[src/design/hsv_pkg.sv]
// Shared constants for the HSV to RGB converter: field widths, hue format
// and the reciprocal used for the final divide. No dependencies.
package hsv_pkg;

  localparam int HSV_HUE_FRAC_BITS = 4;
  localparam int HSV_HUE_W         = 14;
  localparam int HSV_PCT_W         = 8;
  localparam int HSV_CH_W          = 8;
  localparam int HSV_S_DATA_W      = 32;
  localparam int HSV_M_DATA_W      = 24;

  // floor(z / 9375) == (z * HSV_RECIP) >> HSV_RECIP_SHIFT for z < 2**HSV_Z_W
  localparam int          HSV_Z_W         = 22;
  localparam int          HSV_RECIP_W     = 23;
  localparam int          HSV_RECIP_SHIFT = 36;
  localparam logic [22:0] HSV_RECIP       = 23'd7330078;

endpackage

[src/design/hsv_to_rgb_converter.sv]
// HSV to RGB converter, five-stage pipeline, one pixel per clock unless stalled.
// Depends on hsv_pkg for widths and the reciprocal constant.
//
//  channel  | dir | tdata (low bit up)                | tuser
//  ---------+-----+-----------------------------------+--------
//  s_axis   | in  | hue[13:0], saturation[7:0],       | -
//           |     | brightness[7:0], 2 zero bits      |
//  m_axis   | out | red[7:0], green[7:0], blue[7:0]   | invalid
//
// Words pass the stage registers in order; unless the output stalls, one word
// enters per cycle. The last stage holds the result register, and each stage
// advances when it is empty or the stage after it advances, so bubbles fill.
// The longest path is the chroma/hue product in stage 2 or the reciprocal
// multiply into the output register. Reset clears the valid bits only.
module hsv_to_rgb_converter import hsv_pkg::*; #(
  parameter int HueFracBits = HSV_HUE_FRAC_BITS
) (
  input  logic                    clk_i,
  input  logic                    rst_ni,
  input  logic                    s_axis_tvalid_i,
  output logic                    s_axis_tready_o,
  input  logic [HSV_S_DATA_W-1:0] s_axis_tdata_i,  // hue, saturation, brightness
  output logic                    m_axis_tvalid_o,
  input  logic                    m_axis_tready_i,
  output logic [HSV_M_DATA_W-1:0] m_axis_tdata_o,  // red, green, blue
  output logic                    m_axis_tuser_o   // invalid
);

  localparam int NumStages = 5;
  localparam int Per       = 60 << HueFracBits;
  localparam int Full      = 360 << HueFracBits;
  localparam int PerW      = $clog2(Per + 1);
  localparam int OffW      = $clog2(Full + 1) + 1;
  localparam int TW        = $clog2(100 * Per + 1);
  localparam int BW        = TW + 7;
  localparam int ScW       = BW + 8;
  localparam int PW        = HSV_Z_W + HSV_RECIP_W;

  logic [NumStages-1:0] vld_q;
  logic [NumStages-1:0] en;

  // Stage 1: range check and sector
  logic signed [HSV_HUE_W-1:0] hue_s;
  logic signed [HSV_PCT_W-1:0] sat_s, val_s;
  logic [HSV_HUE_W-2:0]        deg;
  logic [2:0]                  sector_d, sector_q;
  logic                        bad_d;
  logic [HSV_HUE_W-2:0]        hue_q;
  logic [6:0]                  sat_q, val1_q;
  logic                        bad1_q;

  // Stage 2: per-channel weights
  logic [OffW-1:0]  off;
  logic [OffW-1:0]  pos_full;
  logic [PerW-1:0]  pos, kpos;
  logic [PerW-1:0]  kk [3];
  logic [TW-1:0]    t_d [3];
  logic [TW-1:0]    t_q [3];
  logic [6:0]       val2_q;
  logic             bad2_q;

  // Stage 3 and 4: scale by value, then by 255 over the power-of-two part
  logic [BW-1:0]       b_q [3];
  logic                bad3_q;
  logic [ScW-1:0]      sc [3];
  logic [HSV_Z_W-1:0]  z_q [3];
  logic                bad4_q;

  // Stage 5: reciprocal multiply into the output register
  logic [PW-1:0]       prod [3];
  logic [HSV_CH_W-1:0] ch_q [3];
  logic                inv_q;

  always_comb begin
    en[NumStages-1] = !vld_q[NumStages-1] || m_axis_tready_i;
    for (int i = NumStages - 2; i >= 0; i--) begin
      en[i] = !vld_q[i] || en[i+1];
    end
  end

  assign s_axis_tready_o = en[0];

  always_ff @(posedge clk_i or negedge rst_ni) begin
    if (!rst_ni) begin
      vld_q <= '0;
    end else begin
      if (en[0]) vld_q[0] <= s_axis_tvalid_i;
      for (int i = 1; i < NumStages; i++) begin
        if (en[i]) vld_q[i] <= vld_q[i-1];
      end
    end
  end

  // ---------------- stage 1 ----------------
  assign hue_s = signed'(s_axis_tdata_i[HSV_HUE_W-1:0]);
  assign sat_s = signed'(s_axis_tdata_i[HSV_HUE_W +: HSV_PCT_W]);
  assign val_s = signed'(s_axis_tdata_i[HSV_HUE_W+HSV_PCT_W +: HSV_PCT_W]);
  assign deg   = s_axis_tdata_i[HSV_HUE_W-2:0] >> HueFracBits;

  always_comb begin
    bad_d = (hue_s < 0) || (int'(hue_s) > Full) || (sat_s < 0) || (sat_s > 8'sd100)
         || (val_s < 0) || (val_s > 8'sd100);
    if      (deg < (HSV_HUE_W-1)'(60))  sector_d = 3'd0;
    else if (deg < (HSV_HUE_W-1)'(120)) sector_d = 3'd1;
    else if (deg < (HSV_HUE_W-1)'(180)) sector_d = 3'd2;
    else if (deg < (HSV_HUE_W-1)'(240)) sector_d = 3'd3;
    else if (deg < (HSV_HUE_W-1)'(300)) sector_d = 3'd4;
    else if (deg < (HSV_HUE_W-1)'(360)) sector_d = 3'd5;
    else                                sector_d = 3'd6;
  end

  always_ff @(posedge clk_i) begin
    if (en[0]) begin
      hue_q    <= s_axis_tdata_i[HSV_HUE_W-2:0];
      sat_q    <= sat_s[6:0];
      val1_q   <= val_s[6:0];
      sector_q <= sector_d;
      bad1_q   <= bad_d;
    end
  end

  // ---------------- stage 2 ----------------
  // Distance into the sector, mirrored in odd sectors.
  always_comb begin
    off      = OffW'(sector_q) * OffW'(Per);
    pos_full = OffW'(hue_q) - off;
    pos      = pos_full[PerW-1:0];
    kpos     = sector_q[0] ? PerW'(Per) - pos : pos;
    case (sector_q)
      3'd0:    begin kk[0] = PerW'(Per); kk[1] = kpos;       kk[2] = '0;         end
      3'd1:    begin kk[0] = kpos;       kk[1] = PerW'(Per); kk[2] = '0;         end
      3'd2:    begin kk[0] = '0;         kk[1] = PerW'(Per); kk[2] = kpos;       end
      3'd3:    begin kk[0] = '0;         kk[1] = kpos;       kk[2] = PerW'(Per); end
      3'd4:    begin kk[0] = kpos;       kk[1] = '0;         kk[2] = PerW'(Per); end
      default: begin kk[0] = PerW'(Per); kk[1] = '0;         kk[2] = kpos;       end
    endcase
    for (int c = 0; c < 3; c++) begin
      t_d[c] = TW'(sat_q) * TW'(kk[c]) + TW'(Per) * TW'(7'd100 - sat_q);
    end
  end

  always_ff @(posedge clk_i) begin
    if (en[1]) begin
      t_q    <= t_d;
      val2_q <= val1_q;
      bad2_q <= bad1_q;
    end
  end

  // ---------------- stage 3 ----------------
  always_ff @(posedge clk_i) begin
    if (en[2]) begin
      for (int c = 0; c < 3; c++) begin
        b_q[c] <= BW'(val2_q) * BW'(t_q[c]);
      end
      bad3_q <= bad2_q;
    end
  end

  // ---------------- stage 4 ----------------
  // 255*b, then drop the hue fraction bits and the 64 factor of 600000.
  always_comb begin
    for (int c = 0; c < 3; c++) begin
      sc[c] = {b_q[c], 8'b0} - ScW'(b_q[c]);
    end
  end

  always_ff @(posedge clk_i) begin
    if (en[3]) begin
      for (int c = 0; c < 3; c++) begin
        z_q[c] <= HSV_Z_W'(sc[c] >> (HueFracBits + 6));
      end
      bad4_q <= bad3_q;
    end
  end

  // ---------------- stage 5 ----------------
  always_comb begin
    for (int c = 0; c < 3; c++) begin
      prod[c] = PW'(z_q[c]) * PW'(HSV_RECIP);
    end
  end

  always_ff @(posedge clk_i) begin
    if (en[4]) begin
      for (int c = 0; c < 3; c++) begin
        ch_q[c] <= bad4_q ? '0 : prod[c][HSV_RECIP_SHIFT +: HSV_CH_W];
      end
      inv_q <= bad4_q;
    end
  end

  assign m_axis_tvalid_o = vld_q[NumStages-1];
  assign m_axis_tdata_o  = {ch_q[2], ch_q[1], ch_q[0]};
  assign m_axis_tuser_o  = inv_q;

endmodule

[config.mk]
export PLATFORM = sky130hd
export DESIGN_NAME = hsv_to_rgb_converter
export DESIGN_NICKNAME = d
export VERILOG_FILES = /design/src/design/hsv_pkg.sv /design/src/design/hsv_to_rgb_converter.sv
export SDC_FILE = /design/constraint.sdc
export NUM_CORES = 2
export LEC_CHECK = 0
export BUFFER_PORTS_ARGS = -buffer_cell sky130_fd_sc_hd__buf_2
export CORE_MARGIN = 3
export CORE_UTILIZATION = 50
export CTS_CLUSTER_DIAMETER = 30
export DETAILED_ROUTE_END_ITERATION = 7
export PLACE_DENSITY = 0.68
export SKIP_CTS_REPAIR_TIMING = 1
export SLEW_MARGIN = 20
export SYNTH_ARGS = -nofsm -noshare
export SYNTH_HDL_FRONTEND = slang
export SYNTH_SLANG_ARGS = --single-unit
[constraint.sdc]
create_clock -name clk_i -period 6.6 [get_ports clk_i]
set_input_delay 0.33 -clock clk_i [delete_from_list [all_inputs] [get_ports clk_i]]
set_output_delay 0.33 -clock clk_i [all_outputs]
set_load 0.02 [all_outputs]
## After elaboration in Yosys (flattened, before gate mapping)

Memory sizes are Yosys's and may differ from the RTL's.
Index checks and enable logic that the tools add are counted.

| storage, ports and cells | value |
|---|---|
| register bits | 95 |
| latch bits | 0 |
| RAM bits | 162 |
| ROM bits | 0 |
| word-level logic and storage cells | 93 |
| memories kept | 3 |

| operators by class | value |
|---|---|
| add/subtract/negate cells | 9 |
| multipliers | 11 |
| divide/modulo/power cells | 0 |
| order comparisons | 12 |
| eq/ne operators | 4 |
| shift-type cells | 0 |
| multiplexer cells | 16 |
| bitwise logic cells | 0 |
| reductions and logical operators | 18 |

Memory list:

| name | depth | width | read ports | clocked after memory_dff | write ports | RTL line | source |
|---|---|---|---|---|---|---|---|
| b_q | 3 | 24 | 3 | 0 | 3 | hsv_to_rgb_converter.sv:63 | `logic [BW-1:0] b_q [3];` |
| z_q | 3 | 22 | 3 | 0 | 3 | hsv_to_rgb_converter.sv:66 | `logic [HSV_Z_W-1:0] z_q [3];` |
| ch_q | 3 | 8 | 3 | 0 | 3 | hsv_to_rgb_converter.sv:71 | `logic [HSV_CH_W-1:0] ch_q [3];` |

Operator list:

| kind | number |
|---|---|
| $pmux 30 s5 | 1 |
| $mul 22x22->43 const B | 3 |
| $sub 32x24->32 | 3 |
| $mul 7x17->24 | 3 |
| $add 17x17->17 | 3 |
| $mul 7x10->17 | 3 |
| $mux 8 | 3 |
| $lt 9x8->1 const B | 2 |
| $lt 9x9->1 const B | 2 |
| $mul 4x17->11 const A | 1 |
| $gt 8x8->1 const B | 2 |
| $lt 8x1->1 const B | 2 |
| $gt 14x14->1 const B | 1 |
| $lt 14x1->1 const B | 1 |
| $logic_or 1x1->1 | 10 |
| $mux 10 | 1 |
| $sub 10x10->10 | 1 |
| $sub 10x10->10 const A | 1 |
| $lt 9x6->1 const B | 1 |
| $lt 9x7->1 const B | 1 |
| $mux 2 | 4 |
| $sub 7x7->8 const A | 1 |
| $mux 1 | 7 |
| $eq 3x2->1 const B | 2 |
| other kinds (7) | 11 |

## Depth between registers and ports, before layout

| logic depth | value |
|---|---|
| depth in word-level cells | 7 |
| gate-level depth with buffers | 30 |

## Worst setup path before layout

Ideal clock, no wire load.

| timing | value |
|---|---|
| kind | reg2reg |
| start | reg sector_q[0] |
| end | reg t_q[49] (netlist name) (data pin) |
| data arrival time | 6.488 ns |
| required time | 6.342 ns |
| setup slack | -0.146 ns |
| cell stages (with the launch flop) | 31 |
| path buffers | 1 |
| clock period less this slack | 6.746 ns |
| cells stage by stage | edfxtp_1 -> clkbuf_1 -> inv_1 -> fa_1 -> inv_1 -> ha_1 -> inv_1 -> ha_1 -> xor2_1 -> xnor2_1 -> nor2_1 -> nor2_1 -> a31oi_1 -> and2_1 -> fa_1 -> inv_1 -> fa_1 -> inv_1 -> fa_1 -> inv_1 -> fa_1 -> inv_1 -> ha_1 -> o21a_1 -> nor2_1 -> nor2b_1 -> a21oi_1 -> nor2b_1 -> o21a_1 -> o41a_1 -> xor2_1 |

RTL lines:

| item | RTL line | source |
|---|---|---|
| start, declared | hsv_to_rgb_converter.sv:46 | `logic [2:0] sector_d, sector_q;` |
| start signal, assigned | hsv_to_rgb_converter.sv:117 | `sector_q <= sector_d;` |
| end signal, assigned | hsv_to_rgb_converter.sv:144 | `t_q <= t_d;` |
| end, declared | hsv_to_rgb_converter.sv:58 | `logic [TW-1:0] t_q [3];` |

==> impl_metrics.env <==
export IMPL_synth_xor_area_share_pct=3.353
export IMPL_post_route_period_util_pct=98.26
export IMPL_synth_compound_area_share_pct=7.338
export IMPL_synth_seq_cells=257
export IMPL_synth_edf_count=252
export IMPL_gp_congestion=0.9450
export IMPL_worst_path_most_repeated_cell="fa_1"
export IMPL_slew_headroom_pct=33.42
export IMPL_synth_simple_area_share_pct=9.361
export IMPL_synth_top_family_by_area="adder cells"
export IMPL_regToRegStartpoint="sector_q[0]"
export IMPL_arrival_ns=6.88
export IMPL_critPathRequiredTime_ns=6.99
export IMPL_clkLatencyLatePin_ns=0.66
export IMPL_initial_core_util_pct=50.76
export IMPL_numPlacedInstances=6911
export IMPL_final_area_mm2=0.06000
export IMPL_synthMuxAreaShare_pct=0.07440
export IMPL_max_freq_mhz=154.2
export IMPL_clk_pin_slew_ns=0.05
export IMPL_seq_area_mm2=0.007692
export IMPL_syn_to_final_growth_pct=11.50
export IMPL_ios=63
export IMPL_diodes=0
export IMPL_drt_total_wl_mm=119.1
export IMPL_pre_cts_slack_ns=-0.1200
export IMPL_drtAntennaViolNets=0
export IMPL_worst_pin_slew_ns=0.9987
export IMPL_rsz0062_at_grt="true"
export IMPL_critPathTopFamily="adder cells"
export IMPL_yosys_area_share_adder_pct=55.28
export IMPL_nFillCells=9011
export IMPL_r2r_setup_slack_ns=0.11
export IMPL_yosysMostFrequentCell="inv_1"
export IMPL_multi_input_area_mm2=0.04101
export IMPL_ys_seq_area_share_pct=14.29
export IMPL_critPathBufInv=7
export IMPL_clkSinkCount=257
export IMPL_fin_nets=7474
export IMPL_tns_ns=0
export IMPL_maxCapViolCount=0
export IMPL_core_area_mm2=0.1060
export IMPL_htreeDepth=2
export IMPL_fp_dieW_um=334.1
export IMPL_ys_warnings_count=0
export IMPL_rows=119
export IMPL_synth_fp_nets=7199
export IMPL_r2r_cells=27
export IMPL_crit_fanout=4
export IMPL_placed_area_mm2=0.05679
export IMPL_routedWlPerCell_um=16.78
export IMPL_grt_use_total_pct=21.85
export IMPL_port_buffer_count=60
export IMPL_grt_max_degree=75
export IMPL_period_minus_slack_ns=6.485
export IMPL_hpwl_mm=102.0
export IMPL_slew_viol_final=0
export IMPL_cts_tree="built"
export IMPL_synth_top_area_cell="fa_1"
export IMPL_drive_gt1_share_pct=8.465
export IMPL_avgSynthCellArea_um2=10.00
export IMPL_min_path_cells=2
export IMPL_yosysUniqueCellTypes=80
export IMPL_die_y_um=334.1
export IMPL_post_route_drc_count=0
export IMPL_clock_tree_buffer_depth=3
export IMPL_ys_async_sr_fraction_pct=1.946
export IMPL_final_setup_viol_count=0
export IMPL_hp_start="s_axis_tdata_i[11]"
export IMPL_initialDrtViolationCount=1952
export IMPL_synthCells=5379
export IMPL_crit_path_max_incr_delay_ns=0.58
export IMPL_worst_hold_path_type="input port to flop"
export IMPL_die_area_mm2=0.1116
export IMPL_cp_slowest_cell="fa_1"
export IMPL_hold_viol=0
export IMPL_grt_pass1_wl_mm=197.7
export IMPL_synthTopCellsByArea="fa_1, ha_1, edfxtp_1"
export IMPL_path_class="flop to flop"
export IMPL_synth_ff_type="edfxtp_1"
export IMPL_cts_made_buffers=60
export IMPL_timing_rr_end="t_q[49]"
export IMPL_fin_skew_ns=0.04080
export IMPL_grt_pass1_vias=38890
export IMPL_setup_ws_ns=0.1150
export IMPL_firstDrtPassIters=5
export IMPL_synth_commonest_cells="inv_1, fa_1, ha_1"
export IMPL_stdcell_count=7097
export IMPL_gr_total_overflow=0
export IMPL_end_kind="flop"
export IMPL_num_vias=36840
export IMPL_outcome="complete, no violations"
export IMPL_antenna_found_initial=0
export IMPL_worstSetupStartpointType="flop"
export IMPL_hold_path_end="sector_q[1]"
export IMPL_root_buffer="clkbuf_16"
export IMPL_viasPerCell=5.191
export IMPL_netlist_area_mm2=0.05381
export IMPL_synth_top_area_share_pct=36.79
-- placed cells by master (no fill, tap or decap), types with 61 or more instances in the layout --
cell type  instances
nand2_1          445
clkbuf_16         61
ha_1             783
buf_4            205
nor3_1            70
fa_1             972
inv_1           1381
o21ai_0          101
xnor2_1          152
edfxtp_1         252
and2_1           171
a21o_1            78
nor2_1           148
a21oi_1          174
-- how the worst max path moves through the flow --
stage                      startpoint      end  slack, ns  cells after the start
after floorplan           sector_q[0]  t_q[49]      0.004                     30
after global placement    sector_q[1]  t_q[49]      -0.07                     29
after detailed placement  sector_q[1]  t_q[49]      -0.12                     29
after CTS                 sector_q[1]  t_q[49]      -0.16                     29
after global routing      sector_q[0]  t_q[49]      -0.14                     27
final                     sector_q[0]  t_q[49]       0.11                     27
-- flip-flops by register name, indices dropped and copies added, names as in the netlist, 3 cells and up --
name,count
z_q,66
vld_q,5
val2_q,7
ch_q,24
val1_q,7
hue_q,10
sector_q,3
t_q,51
sat_q,7
b_q,72
-- area by class of cell --
| class | instances | area share [%] |
|---|---|---|
| inverter | 1393 | 8.715 |
| clock inverter | 48 | 1.051 |
| sequential | 257 | 12.82 |
| multi-input combinational | 3646 | 68.34 |
| tap | 1391 | 2.901 |
| timing repair buffer | 296 | 3.593 |
| clock buffer | 66 | 2.575 |
-- worst reg2reg max path, stage by stage, from the launching register on --
cell      delay (ns)
edfxtp_1        0.36
inv_2           0.06
fa_1            0.58
inv_2           0.05
ha_4            0.26
inv_2           0.04
ha_4            0.28
xor2_4          0.24
xnor2_2         0.15
nor2_1          0.14
nor2_1          0.06
a31oi_2         0.20
buf_4           0.16
nand2_1         0.06
fa_1            0.48
fa_1            0.54
inv_1           0.05
fa_1            0.47
inv_1           0.05
fa_1            0.52
inv_1           0.04
ha_1            0.29
nor2b_1         0.14
a21oi_1         0.19
nor2b_1         0.07
o21a_1          0.20
o41a_1          0.38
xor2_1          0.15
-- per-stage QoR --
stage                     utilization, %  hold WS (ns)
after floorplan                        -       0.03441
after global placement             53.56        0.1869
after detailed placement           53.57        0.1901
after CTS                          55.62       -0.4894
after global routing               56.60       0.02677
final                              56.60       0.04895
-- logic make-up (layout without fill, tap and decap cells) --
logic type                 Yosys count  in the layout
muxes                                4              4
DFF                                257            257
xor gates and xnor gates           206            206
buffers and inverters             1476           1803
AOI/OAI and AO/OA                  607            607
adders and majority gates         1784           1784
and+or+nand+nor                   1045           1045
-- metal layers --
layer	GRT usage, %	vias to the layer above	routed length, um
met4	5.244	0	2664
met1	30.29	18400	53870
met2	36.80	770	57180
met5	0	-	0
met3	2.689	165	5364
li1	-	17510	-
Power is left out: the tool's default activity adds up to more than one toggle a clock period on the data nets, which glitch-free logic cannot reach.
